==> config.mk <==
export PLATFORM = sky130hd
export DESIGN_NAME = tcp_segment_window_check_flat
export DESIGN_NICKNAME = d
export VERILOG_FILES = /design/src/tswc_pkg.sv /design/src/tswc_seg_if.sv /design/src/tswc_res_if.sv /design/src/tswc_sum.sv /design/src/tswc_cmp.sv /design/src/tswc_out.sv /design/src/tcp_segment_window_check.sv /design/src/flat_wrapper.sv
export VERILOG_INCLUDE_DIRS = /design/src /design/src/src
export SDC_FILE = /design/constraint.sdc
export NUM_CORES = 2
export LEC_CHECK = 0
export BUFFER_PORTS_ARGS = -buffer_cell sky130_fd_sc_hd__buf_2
export CELL_PAD_IN_SITES_DETAIL_PLACEMENT = 0
export CELL_PAD_IN_SITES_GLOBAL_PLACEMENT = 1
export CORE_MARGIN = 4
export CORE_UTILIZATION = 29
export CTS_BUF_LIST = sky130_fd_sc_hd__clkbuf_4 sky130_fd_sc_hd__clkbuf_8
export DETAILED_ROUTE_END_ITERATION = 10
export PLACE_DENSITY_LB_ADDON = 0.12
export SETUP_SLACK_MARGIN = 0.05
export SKIP_LAST_GASP = 1
export SLEW_MARGIN = 15
export SYNTH_ARGS = -nofsm -noshare
export SYNTH_HDL_FRONTEND = slang
export SYNTH_SLANG_ARGS = --single-unit
==> constraint.sdc <==
create_clock -name clk -period 17.7 [get_ports clk]
set_clock_uncertainty 0.1 [all_clocks]
set_input_delay 0.885 -clock clk [delete_from_list [all_inputs] [get_ports clk]]
set_output_delay 0.885 -clock clk [all_outputs]
set_load 0.05 [all_outputs]
==> src/assert_macros.svh <==
// Assertion macros shared by the RTL files
`ifndef ASSERT_MACROS_SVH
`define ASSERT_MACROS_SVH

// check a consequence in the same cycle
`define ASSERT_SAME(label, ante, cons, msg) \
	label: assert property (@(posedge clk) disable iff (!arst_n) (ante) |-> (cons)) \
		else $error(msg);

// check a consequence in the next cycle
`define ASSERT_NEXT(label, ante, cons, msg) \
	label: assert property (@(posedge clk) disable iff (!arst_n) (ante) |=> (cons)) \
		else $error(msg);

`endif

==> src/tswc_pkg.sv <==
// Types, constants and sequence-space helpers for the TCP segment window check
`default_nettype none

package tswc_pkg;

	localparam int unsigned SEQ_W  = 32;
	localparam int unsigned WND_W  = 31;
	localparam int unsigned LEN_W  = 16;
	localparam int unsigned SIGN_B = SEQ_W - 1;

	typedef logic [SEQ_W-1:0] seq_t;
	typedef logic [WND_W-1:0] wnd_t;
	typedef logic [LEN_W-1:0] len_t;

	typedef struct packed {
		seq_t rnxt;
		logic rwnd_zero;
		seq_t seq;
		logic len_zero;
		seq_t ack;
		seq_t una;
		seq_t snxt;
		seq_t wl1;
		seq_t wl2;
		seq_t iss;
		seq_t rend;
		seq_t rend_m1;
		seq_t send;
		seq_t send_m1;
		seq_t send_p1;
		seq_t seq_m1;
		seq_t sedge;
		seq_t sedge_p1;
		seq_t diff;
	} s1_t;

	typedef struct packed {
		logic acc;
		logic ready;
		logic tl_hit;
		seq_t tl_val;
		logic tr_hit;
		seq_t tr_val;
		logic nwu;
		logic ack_acc;
		logic dup;
		logic syn;
		logic fully;
	} s2_t;

	typedef struct packed {
		logic seg_acceptable;
		logic seg_ready;
		len_t trim_left;
		len_t trim_right;
		logic ack_acceptable;
		logic ack_duplicate;
		logic new_window_update;
		logic syn_acked;
		logic seg_fully_acked;
	} res_t;

	// a <= b < c on the circle
	function automatic logic in_le_lt(input seq_t a, input seq_t b, input seq_t c);
		if (a <= c) begin
			return (a <= b) && (b < c);
		end
		return (b < c) || (a <= b);
	endfunction

	// a < b <= c on the circle
	function automatic logic in_lt_le(input seq_t a, input seq_t b, input seq_t c);
		if (a <= c) begin
			return (a < b) && (b <= c);
		end
		return (b <= c) || (a < b);
	endfunction

	function automatic len_t sat16(input seq_t v);
		return (|v[SEQ_W-1:LEN_W]) ? {LEN_W{1'b1}} : v[LEN_W-1:0];
	endfunction

endpackage

`default_nettype wire

==> src/tswc_seg_if.sv <==
// Segment input channel: valid, ready and the segment and connection fields
`default_nettype none

interface tswc_seg_if;
	logic              valid;
	logic              ready;
	tswc_pkg::seq_t    rcv_next;
	tswc_pkg::wnd_t    rcv_window;
	tswc_pkg::seq_t    snd_unacked;
	tswc_pkg::seq_t    snd_next;
	tswc_pkg::wnd_t    snd_window;
	tswc_pkg::seq_t    wnd_upd_seq;
	tswc_pkg::seq_t    wnd_upd_ack;
	tswc_pkg::seq_t    initial_send_seq;
	tswc_pkg::seq_t    seg_seq;
	tswc_pkg::len_t    seg_length;
	tswc_pkg::seq_t    seg_ack;

	modport source (
		output valid, rcv_next, rcv_window, snd_unacked, snd_next, snd_window,
		       wnd_upd_seq, wnd_upd_ack, initial_send_seq, seg_seq, seg_length, seg_ack,
		input  ready
	);
	modport sink (
		input  valid, rcv_next, rcv_window, snd_unacked, snd_next, snd_window,
		       wnd_upd_seq, wnd_upd_ack, initial_send_seq, seg_seq, seg_length, seg_ack,
		output ready
	);
endinterface

`default_nettype wire

==> src/tswc_res_if.sv <==
// Result output channel: valid, ready and the check results
`default_nettype none

interface tswc_res_if;
	logic           valid;
	logic           ready;
	logic           seg_acceptable;
	logic           seg_ready;
	tswc_pkg::len_t trim_left;
	tswc_pkg::len_t trim_right;
	logic           ack_acceptable;
	logic           ack_duplicate;
	logic           new_window_update;
	logic           syn_acked;
	logic           seg_fully_acked;

	modport source (
		output valid, seg_acceptable, seg_ready, trim_left, trim_right, ack_acceptable,
		       ack_duplicate, new_window_update, syn_acked, seg_fully_acked,
		input  ready
	);
	modport sink (
		input  valid, seg_acceptable, seg_ready, trim_left, trim_right, ack_acceptable,
		       ack_duplicate, new_window_update, syn_acked, seg_fully_acked,
		output ready
	);
endinterface

`default_nettype wire

==> src/tswc_sum.sv <==
// Stage 1: sequence sums and differences for the window tests
`default_nettype none

module tswc_sum (
	input  wire logic          clk,
	input  wire logic          arst_n,
	input  wire logic          en,
	tswc_seg_if.sink           seg,
	output tswc_pkg::s1_t      data_s1,
	output logic               valid_s1
);
	tswc_pkg::seq_t rend;
	tswc_pkg::seq_t send;
	tswc_pkg::seq_t sedge;

	assign rend  = seg.rcv_next + {1'b0, seg.rcv_window};
	assign send  = seg.seg_seq + {{(tswc_pkg::SEQ_W-tswc_pkg::LEN_W){1'b0}}, seg.seg_length};
	assign sedge = seg.snd_unacked + {1'b0, seg.snd_window};

	always_ff @(posedge clk or negedge arst_n) begin
		if (!arst_n) begin
			valid_s1 <= 1'b0;
		end else if (en) begin
			valid_s1 <= seg.valid;
		end
	end

	always_ff @(posedge clk) begin
		if (en && seg.valid) begin
			data_s1.rnxt      <= seg.rcv_next;
			data_s1.rwnd_zero <= (seg.rcv_window == '0);
			data_s1.seq       <= seg.seg_seq;
			data_s1.len_zero  <= (seg.seg_length == '0);
			data_s1.ack       <= seg.seg_ack;
			data_s1.una       <= seg.snd_unacked;
			data_s1.snxt      <= seg.snd_next;
			data_s1.wl1       <= seg.wnd_upd_seq;
			data_s1.wl2       <= seg.wnd_upd_ack;
			data_s1.iss       <= seg.initial_send_seq;
			data_s1.rend      <= rend;
			data_s1.rend_m1   <= seg.rcv_next + {1'b0, seg.rcv_window} - 32'd1;
			data_s1.send      <= send;
			data_s1.send_m1   <= seg.seg_seq
				+ {{(tswc_pkg::SEQ_W-tswc_pkg::LEN_W){1'b0}}, seg.seg_length} - 32'd1;
			data_s1.send_p1   <= seg.seg_seq
				+ {{(tswc_pkg::SEQ_W-tswc_pkg::LEN_W){1'b0}}, seg.seg_length} + 32'd1;
			data_s1.seq_m1    <= seg.seg_seq - 32'd1;
			data_s1.sedge     <= sedge;
			data_s1.sedge_p1  <= seg.snd_unacked + {1'b0, seg.snd_window} + 32'd1;
			data_s1.diff      <= seg.seg_ack - seg.snd_unacked;
		end
	end
endmodule

`default_nettype wire

==> src/tswc_cmp.sv <==
// Stage 2: circular interval compares and acceptability decision
`default_nettype none

module tswc_cmp (
	input  wire logic           clk,
	input  wire logic           arst_n,
	input  wire logic           en,
	input  wire logic           valid_s1,
	input  tswc_pkg::s1_t       data_s1,
	output tswc_pkg::s2_t       data_s2,
	output logic                valid_s2
);
	tswc_pkg::s1_t d;
	logic a0, a1, a2, a3;
	logic acc;

	assign d  = data_s1;
	assign a0 = tswc_pkg::in_le_lt(d.rnxt, d.seq, d.rend);
	assign a1 = tswc_pkg::in_le_lt(d.rnxt, d.send_m1, d.rend);
	assign a2 = tswc_pkg::in_le_lt(d.seq, d.rnxt, d.send);
	assign a3 = tswc_pkg::in_le_lt(d.seq, d.rend_m1, d.send);

	always_comb begin
		priority if (d.len_zero && d.rwnd_zero) begin
			acc = (d.seq == d.rnxt);
		end else if (d.len_zero) begin
			acc = a0;
		end else if (d.rwnd_zero) begin
			acc = 1'b0;
		end else begin
			acc = a0 || a1 || a2 || a3;
		end
	end

	always_ff @(posedge clk or negedge arst_n) begin
		if (!arst_n) begin
			valid_s2 <= 1'b0;
		end else if (en) begin
			valid_s2 <= valid_s1;
		end
	end

	always_ff @(posedge clk) begin
		if (en && valid_s1) begin
			data_s2.acc     <= acc;
			data_s2.ready   <= tswc_pkg::in_le_lt(d.seq, d.rnxt, d.send_p1);
			data_s2.tl_hit  <= tswc_pkg::in_lt_le(d.seq, d.rnxt, d.rend);
			data_s2.tl_val  <= d.rnxt - d.seq;
			data_s2.tr_hit  <= !tswc_pkg::in_lt_le(d.seq_m1, d.send, d.rend);
			data_s2.tr_val  <= d.send - d.rend;
			data_s2.nwu     <= tswc_pkg::in_lt_le(d.wl1, d.seq, d.sedge)
				|| ((d.wl1 == d.seq) && tswc_pkg::in_le_lt(d.wl2, d.ack, d.sedge_p1));
			data_s2.ack_acc <= tswc_pkg::in_lt_le(d.una, d.ack, d.snxt);
			data_s2.dup     <= (d.diff == '0) || d.diff[tswc_pkg::SIGN_B];
			data_s2.syn     <= tswc_pkg::in_lt_le(d.iss, d.una, d.snxt);
			data_s2.fully   <= !d.len_zero && tswc_pkg::in_lt_le(d.seq, d.send, d.una);
		end
	end
endmodule

`default_nettype wire

==> src/tswc_out.sv <==
// Stage 3: gate by acceptability, saturate trims, hold the result register
`default_nettype none
`include "assert_macros.svh"

module tswc_out (
	input  wire logic          clk,
	input  wire logic          arst_n,
	input  wire logic          en,
	input  wire logic          valid_s2,
	input  tswc_pkg::s2_t      data_s2,
	output tswc_pkg::res_t     data_s3,
	output logic               valid_s3
);
	tswc_pkg::res_t r;

	always_comb begin
		r.seg_acceptable    = data_s2.acc;
		r.seg_ready         = data_s2.acc && data_s2.ready;
		r.trim_left         = (data_s2.acc && data_s2.tl_hit)
			? tswc_pkg::sat16(data_s2.tl_val) : '0;
		r.trim_right        = (data_s2.acc && data_s2.tr_hit)
			? tswc_pkg::sat16(data_s2.tr_val) : '0;
		r.ack_acceptable    = data_s2.ack_acc;
		r.ack_duplicate     = data_s2.dup;
		r.new_window_update = data_s2.acc && data_s2.nwu;
		r.syn_acked         = data_s2.syn;
		r.seg_fully_acked   = data_s2.fully;
	end

	always_ff @(posedge clk or negedge arst_n) begin
		if (!arst_n) begin
			valid_s3 <= 1'b0;
		end else if (en) begin
			valid_s3 <= valid_s2;
		end
	end

	always_ff @(posedge clk) begin
		if (en && valid_s2) begin
			data_s3 <= r;
		end
	end

	`ASSERT_SAME(a_trim_gated, valid_s3 && !data_s3.seg_acceptable,
		data_s3.trim_left == '0 && data_s3.trim_right == '0, "trim on unacceptable segment")
	`ASSERT_SAME(a_ready_gated, valid_s3 && data_s3.seg_ready,
		data_s3.seg_acceptable, "ready on unacceptable segment")
	`ASSERT_SAME(a_nwu_gated, valid_s3 && data_s3.new_window_update,
		data_s3.seg_acceptable, "window update on unacceptable segment")
	`ASSERT_NEXT(a_hold_result, valid_s3 && !en, valid_s3 && $stable(data_s3),
		"stalled result changed")
endmodule

`default_nettype wire

==> src/tcp_segment_window_check.sv <==
// Top level of the TCP segment window check pipeline
// A segment passes the stage 1, stage 2 and stage 3 registers in turn before its result is valid.
// Throughput: one segment per cycle; a stalled result holds stage 3, and a full stage holds
// while the stage after it holds.
// Each stage advances when it is empty or the stage after it advances.
// Reset clears the stage valid bits; data registers are not reset.
`default_nettype none
`include "assert_macros.svh"

module tcp_segment_window_check (
	input  wire logic    clk,
	input  wire logic    arst_n,
	tswc_seg_if.sink     seg,
	tswc_res_if.source   result
);
	tswc_pkg::s1_t  data_s1;
	tswc_pkg::s2_t  data_s2;
	tswc_pkg::res_t data_s3;
	logic valid_s1, valid_s2, valid_s3;
	logic en1, en2, en3;

	assign en3 = !valid_s3 || result.ready;
	assign en2 = !valid_s2 || en3;
	assign en1 = !valid_s1 || en2;
	assign seg.ready = en1;

	tswc_sum u_sum (
		.clk      (clk),
		.arst_n   (arst_n),
		.en       (en1),
		.seg      (seg),
		.data_s1  (data_s1),
		.valid_s1 (valid_s1)
	);

	tswc_cmp u_cmp (
		.clk      (clk),
		.arst_n   (arst_n),
		.en       (en2),
		.valid_s1 (valid_s1),
		.data_s1  (data_s1),
		.data_s2  (data_s2),
		.valid_s2 (valid_s2)
	);

	tswc_out u_out (
		.clk      (clk),
		.arst_n   (arst_n),
		.en       (en3),
		.valid_s2 (valid_s2),
		.data_s2  (data_s2),
		.data_s3  (data_s3),
		.valid_s3 (valid_s3)
	);

	assign result.valid             = valid_s3;
	assign result.seg_acceptable    = data_s3.seg_acceptable;
	assign result.seg_ready         = data_s3.seg_ready;
	assign result.trim_left         = data_s3.trim_left;
	assign result.trim_right        = data_s3.trim_right;
	assign result.ack_acceptable    = data_s3.ack_acceptable;
	assign result.ack_duplicate     = data_s3.ack_duplicate;
	assign result.new_window_update = data_s3.new_window_update;
	assign result.syn_acked         = data_s3.syn_acked;
	assign result.seg_fully_acked   = data_s3.seg_fully_acked;

	`ASSERT_NEXT(a_s1_moves, valid_s1 && en2, valid_s2, "stage 1 transfer lost")
	`ASSERT_NEXT(a_s2_moves, valid_s2 && en3, valid_s3, "stage 2 transfer lost")
	`ASSERT_SAME(a_full_stall, valid_s1 && valid_s2 && valid_s3 && !result.ready,
		!seg.ready, "input taken while pipeline is full and stalled")
endmodule

`default_nettype wire
==> src/flat_wrapper.sv <==
// flat-port wrapper written by rule: the top's interface ports become plain ports
module tcp_segment_window_check_flat 
  (clk, arst_n, seg_valid, seg_rcv_next, seg_rcv_window, seg_snd_unacked, seg_snd_next, seg_snd_window, seg_wnd_upd_seq, seg_wnd_upd_ack, seg_initial_send_seq, seg_seg_seq, seg_seg_length, seg_seg_ack, seg_ready, result_valid, result_seg_acceptable, result_seg_ready, result_trim_left, result_trim_right, result_ack_acceptable, result_ack_duplicate, result_new_window_update, result_syn_acked, result_seg_fully_acked, result_ready);
  tswc_seg_if seg_i ();
  tswc_res_if result_i ();
  input  wire logic clk;
  input  wire logic arst_n;
  input wire logic [$bits(seg_i.valid)-1:0] seg_valid;
  input wire logic [$bits(seg_i.rcv_next)-1:0] seg_rcv_next;
  input wire logic [$bits(seg_i.rcv_window)-1:0] seg_rcv_window;
  input wire logic [$bits(seg_i.snd_unacked)-1:0] seg_snd_unacked;
  input wire logic [$bits(seg_i.snd_next)-1:0] seg_snd_next;
  input wire logic [$bits(seg_i.snd_window)-1:0] seg_snd_window;
  input wire logic [$bits(seg_i.wnd_upd_seq)-1:0] seg_wnd_upd_seq;
  input wire logic [$bits(seg_i.wnd_upd_ack)-1:0] seg_wnd_upd_ack;
  input wire logic [$bits(seg_i.initial_send_seq)-1:0] seg_initial_send_seq;
  input wire logic [$bits(seg_i.seg_seq)-1:0] seg_seg_seq;
  input wire logic [$bits(seg_i.seg_length)-1:0] seg_seg_length;
  input wire logic [$bits(seg_i.seg_ack)-1:0] seg_seg_ack;
  output wire logic [$bits(seg_i.ready)-1:0] seg_ready;
  output wire logic [$bits(result_i.valid)-1:0] result_valid;
  output wire logic [$bits(result_i.seg_acceptable)-1:0] result_seg_acceptable;
  output wire logic [$bits(result_i.seg_ready)-1:0] result_seg_ready;
  output wire logic [$bits(result_i.trim_left)-1:0] result_trim_left;
  output wire logic [$bits(result_i.trim_right)-1:0] result_trim_right;
  output wire logic [$bits(result_i.ack_acceptable)-1:0] result_ack_acceptable;
  output wire logic [$bits(result_i.ack_duplicate)-1:0] result_ack_duplicate;
  output wire logic [$bits(result_i.new_window_update)-1:0] result_new_window_update;
  output wire logic [$bits(result_i.syn_acked)-1:0] result_syn_acked;
  output wire logic [$bits(result_i.seg_fully_acked)-1:0] result_seg_fully_acked;
  input wire logic [$bits(result_i.ready)-1:0] result_ready;
  assign seg_i.valid = seg_valid;
  assign seg_i.rcv_next = seg_rcv_next;
  assign seg_i.rcv_window = seg_rcv_window;
  assign seg_i.snd_unacked = seg_snd_unacked;
  assign seg_i.snd_next = seg_snd_next;
  assign seg_i.snd_window = seg_snd_window;
  assign seg_i.wnd_upd_seq = seg_wnd_upd_seq;
  assign seg_i.wnd_upd_ack = seg_wnd_upd_ack;
  assign seg_i.initial_send_seq = seg_initial_send_seq;
  assign seg_i.seg_seq = seg_seg_seq;
  assign seg_i.seg_length = seg_seg_length;
  assign seg_i.seg_ack = seg_seg_ack;
  assign seg_ready = seg_i.ready;
  assign result_valid = result_i.valid;
  assign result_seg_acceptable = result_i.seg_acceptable;
  assign result_seg_ready = result_i.seg_ready;
  assign result_trim_left = result_i.trim_left;
  assign result_trim_right = result_i.trim_right;
  assign result_ack_acceptable = result_i.ack_acceptable;
  assign result_ack_duplicate = result_i.ack_duplicate;
  assign result_new_window_update = result_i.new_window_update;
  assign result_syn_acked = result_i.syn_acked;
  assign result_seg_fully_acked = result_i.seg_fully_acked;
  assign result_i.ready = result_ready;
  tcp_segment_window_check u_core (.clk(clk), .arst_n(arst_n), .seg(seg_i), .result(result_i));
endmodule
# Word-level counts from Yosys, hierarchy flattened
# Cells that the tools add are included.
# word_totals
reg_bits	661
input_bits	338
out_inout_bits	41
elab_cells	189
# classes
n_addsub	11
magnitude_cmp	31
eq_ne	2
muxes	51
n_reduce_logical	52
# ops
cell	count
$le A32 B32 Y1	19
$lt A32 B32 Y1	12
$sub A32 B1 Y32 const B	3
$sub A32 B32 Y32	3
$add A32 B1 Y32 const B	2
$add A32 B31 Y32	2
$eq A32 B32 Y1	2
$mux W1	49
$add A32 B16 Y32	1
$logic_not A32 Y1	1
$mux W16	2
$reduce_or A16 Y1	2
$logic_not A31 Y1	1
$logic_and A1 B1 Y1	22
$logic_or A1 B1 Y1	20
$logic_not A16 Y1	1
$logic_not A1 Y1	5

# Logic depth before layout (Yosys ltp)
# depth
depth_word	10
mapped_depth	14
depth_no_buf	13

# Least setup slack after synthesis
# OpenSTA, ideal clock, no wires.
# synth_timing
path_type	in2reg
from	input result_ready
to	register, netlist name u_core.u_sum.data_s1[0]
setup_ps	979
arrival_time_ps	13672
t_required_ps	16621
setup_slack_ps	2949
stages	3
n_path_buf	0
path_cell_list	nor2b_1 nand3_1 and2_1
# synth_between
elab_chain_len	4
# synth_lines
element	line	source
start: declaration	flat_wrapper.sv:31	input wire logic [$bits(result_i.ready)-1:0] result_ready;
$logic_or A1 B1 Y1	tcp_segment_window_check.sv:22	assign en3 = !valid_s3 || result.ready;
$logic_or A1 B1 Y1	tcp_segment_window_check.sv:23	assign en2 = !valid_s2 || en3;
$logic_or A1 B1 Y1	tcp_segment_window_check.sv:24	assign en1 = !valid_s1 || en2;
net seg_ready	flat_wrapper.sv:20	output wire logic [$bits(seg_i.ready)-1:0] seg_ready;
$logic_and A1 B1 Y1	tswc_sum.sv:29	if (en && seg.valid) begin
# The timed path passes the listed nets, and every way through them passes these cells.
# A chain may end at the register's enable or synchronous reset.

# Final worst setup path
# layout_timing
from	input seg_snd_unacked[8]
to	register, netlist name u_core.u_sum.data_s1[62]
# layout_between
elab_chain_len	2
# layout_lines
element	line	source
start: declaration	flat_wrapper.sv:11	input wire logic [$bits(seg_i.snd_unacked)-1:0] seg_snd_unacked;
$add A32 B31 Y32	n/a	
net u_core.u_sum.sedge[23]	tswc_sum.sv:14	tswc_pkg::seq_t sedge;
$add A32 B1 Y32	tswc_sum.sv:49	data_s1.sedge_p1 <= seg.snd_unacked + {1'b0, seg.snd_window} + 32'd1;
# The timed path passes the listed nets, and every way through them passes these cells.

==> results.cfg <==
[worst_setup_path]
cp.required_ps = 18190
crit_path_max_fanout = 11
rr_startpoint = u_core.u_sum.data_s1[192]
crit_path_start = seg_snd_unacked[8]
critPathCaptureType = flop
critPathArrivalTime_ps = 5660
crit_type = in -> reg
worst_setup_path_start_kind = input port

[yosys]
synth_flop_cell = edfxtp_1
synth_fp_nets = 6337
ys_ff_latch = 660
ys_types = 95
syn-cell-area_um2 = 51800
yosys.area.top_type_share = 0.381
synthCells = 5022
synth.avg_cell_area_um2 = 10.3
yosys.area.top_type = edfxtp_1
yosys_warnings = 0
synth_seq_area_share = 0.383
synthTopCellsByArea = edfxtp_1 38%, ha_1 23%, a21o_1 4.1%, inv_1 3.5%, a21oi_1 3.3%
synth_edf_count = 657
async_reset_ff_frac = 0.00455

[placement]
dpl.hpwl_um = 165000
pre_cts_ws_ps = 11970
port-buffer-count = 378
gp_congestion = 0.880

[finish]
fill_cells = 18200
layout_common_cells = 971 x ha_1, 657 x edfxtp_1, 482 x inv_1
nets = 6981
syn2layout_area_growth_pct = 17.7
final_util = 0.344
final_common_cell = ha_1
drive_gt1_frac = 0.120

[timing]
fin_crit_ps = 5160
max_freq_mhz = 194
slew_violations = 0
relSlewSlack = 0.164
tightest_slew_ps = 1220
finalHoldViolations = 0
finalSetupTns_ps = 0
finalSetupViolations = 0
rsz0062_at_grt = no
setup_ws_ps = 12540
period_share = 0.292

[power]
p_per_area_nw_per_um2 = 90.2
combPwrFrac = 0.298
power_frac_seq = 0.383
max-vdd-ir-drop_v = 0.0000680
power.total_mw = 5.49
p_leak_nw = 27.2
p_switching_mw = 1.94
p_int_mw = 3.55
sw_frac_of_total = 0.354
pwr-share-clk = 0.319

[floorplan]
dieArea_um2 = 185000
io_pins = 379
core_um2 = 177000
die_y_um = 430
num_rows = 154
die_x_um = 430
start_util = 0.293

[cts]
cts_tree = built
post_cts_buffers = 0
htree_levels = 4
cts_root_buf = clkbuf_8
cts_sinks = 660
clock_latency_ps = 870
ctsHoldBuffers = 131
clk_pin_slew_ps = 60
cts_resized = 0
cts_made_buffers = 140
cts_buffer_depth = 3

[routing]
drt_iter0_drc = 3050
wirelength_um = 200000
dr.pass1.iters = 8
remaining_drc_errors = 0
wl_per_cell_um = 24.6
viasPerCell = 5.07
detail-route-antenna-nets = 0
vias = 41200

[global_route]
overflow = 0
grt_pass1_wl_um = 283000
antenna_found_initial = 19
grt_max_degree = 148
first_global_vias = 39700
grt.total_usage = 0.210

[run_status]
status = finished, final reports clean

[worst_hold_path]
min_from = seg_wnd_upd_ack[11]
hold_class = in -> reg

[job]
drv_cap = 0
## flip-flops by register name, summed over array words and instances, names as in the netlist
signal / count
u_core.u_sum.data_s1: 545
u_core.u_cmp.data_s2: 73
u_core.u_out.data_s3: 39
u_core.u_cmp.valid_s2: 1
u_core.u_out.valid_s3: 1
u_core.u_sum.valid_s1: 1
## final timing paths
path                                        endpoint  slack, ps  cells after the start
setup / recovery            u_core.u_sum.data_s1[62]      12540                     13
hold / removal             u_core.u_sum.data_s1[331]        110                      1
setup reg to reg            u_core.u_cmp.data_s2[37]      13050                     13
hold reg to reg              u_core.u_out.data_s3[4]        320                      0
max in group asynchronous      u_core.u_out.valid_s3      17160                      2
min in group asynchronous      u_core.u_sum.valid_s1        240                      2
## layer usage
metal | vias up | part of all wire | GRT usage
li1 | 20300 | - | -
met1 | 19500 | 0.47 | 0.297
met2 | 1130 | 0.44 | 0.329
met3 | 281 | 0.054 | 0.0362
met4 | 8 | 0.028 | 0.0616
met5 | - | 0.00022 | 0
## cell type report
type,count,area [µm²],share of cell area
Inverter,482,1810,0.0297
Tap cell,2340,2930,0.0481
Multi-Input combinational cell,3833,30000,0.492
Timing Repair Buffer,549,3520,0.0577
Antenna cell,5,12.5,0.000205
Clock buffer,170,2180,0.0358
Clock inverter,85,687,0.0113
Sequential cell,660,19800,0.325
## synth_stat cells, drive strengths merged (27+ instances only)
library cell and number:
nor2 285, nand3 103, o21a 78, and2 35, inv 482, a31oi 28
nor4 69, a21o 286, xnor2 182, o211ai 31, nand2b 66, edfxtp 657
a211oi 48, clkbuf 38, nor2b 91, ha 971, and4 27, nor3 116
or3 33, a21oi 341, xor2 100, nand2 211, o21ai 236, nand4 189
and3 36
## logic make-up (layout without fill, tap and decap cells)
family	Yosys count	after routing	share of synthesized area
buf+inv	529	1286	0.0388
xor+xnor	282	282	0.0479
compound gates	1230	1230	0.155
fa+ha+maj	983	983	0.238
mux	4	4	0.000798
other cells	0	5	0
flops	660	660	0.383
simple gates	1334	1334	0.137
## worst max-delay path: stages
cell and delay (ps):
dlygate4sd3_1 530, buf_2 130, ha_1 410, a211oi_1 290, o21bai_1 180, o31ai_2 500
o21ai_1 300, a311oi_1 870, nor4_1 150, nor4b_2 610, nand4_1 310, nor4_1 390
xor2_1 100
## power groups by stage
| stage | clock (mW) | sequential (mW) | combinational, mW |
|---|---|---|---|
| 3_5_place_dp | 0 | 2.14 | 1.60 |
| 6_report | 1.75 | 2.10 | 1.64 |
| 4_1_cts | 1.82 | 2.11 | 1.64 |
| 3_3_place_gp | 0 | 2.14 | 1.59 |
| 5_1_grt | 1.88 | 2.12 | 1.84 |
| 2_1_floorplan | 0 | 2.15 | 1.02 |
## stage by stage
| step | hold WS, ps | cells | instance area [µm²] |
|---|---|---|---|
| finish | 114 | 8124 | 60900 |
| global route | 19.1 | 8122 | 60900 |
| CTS | 0.663 | 8119 | 60900 |
| detailed placement | 306 | 7733 | 56700 |
| global placement | 303 | 7733 | 56700 |
| floorplan | 300 | 5022 | 51800 |
Power figures use the tool's default switching activity.
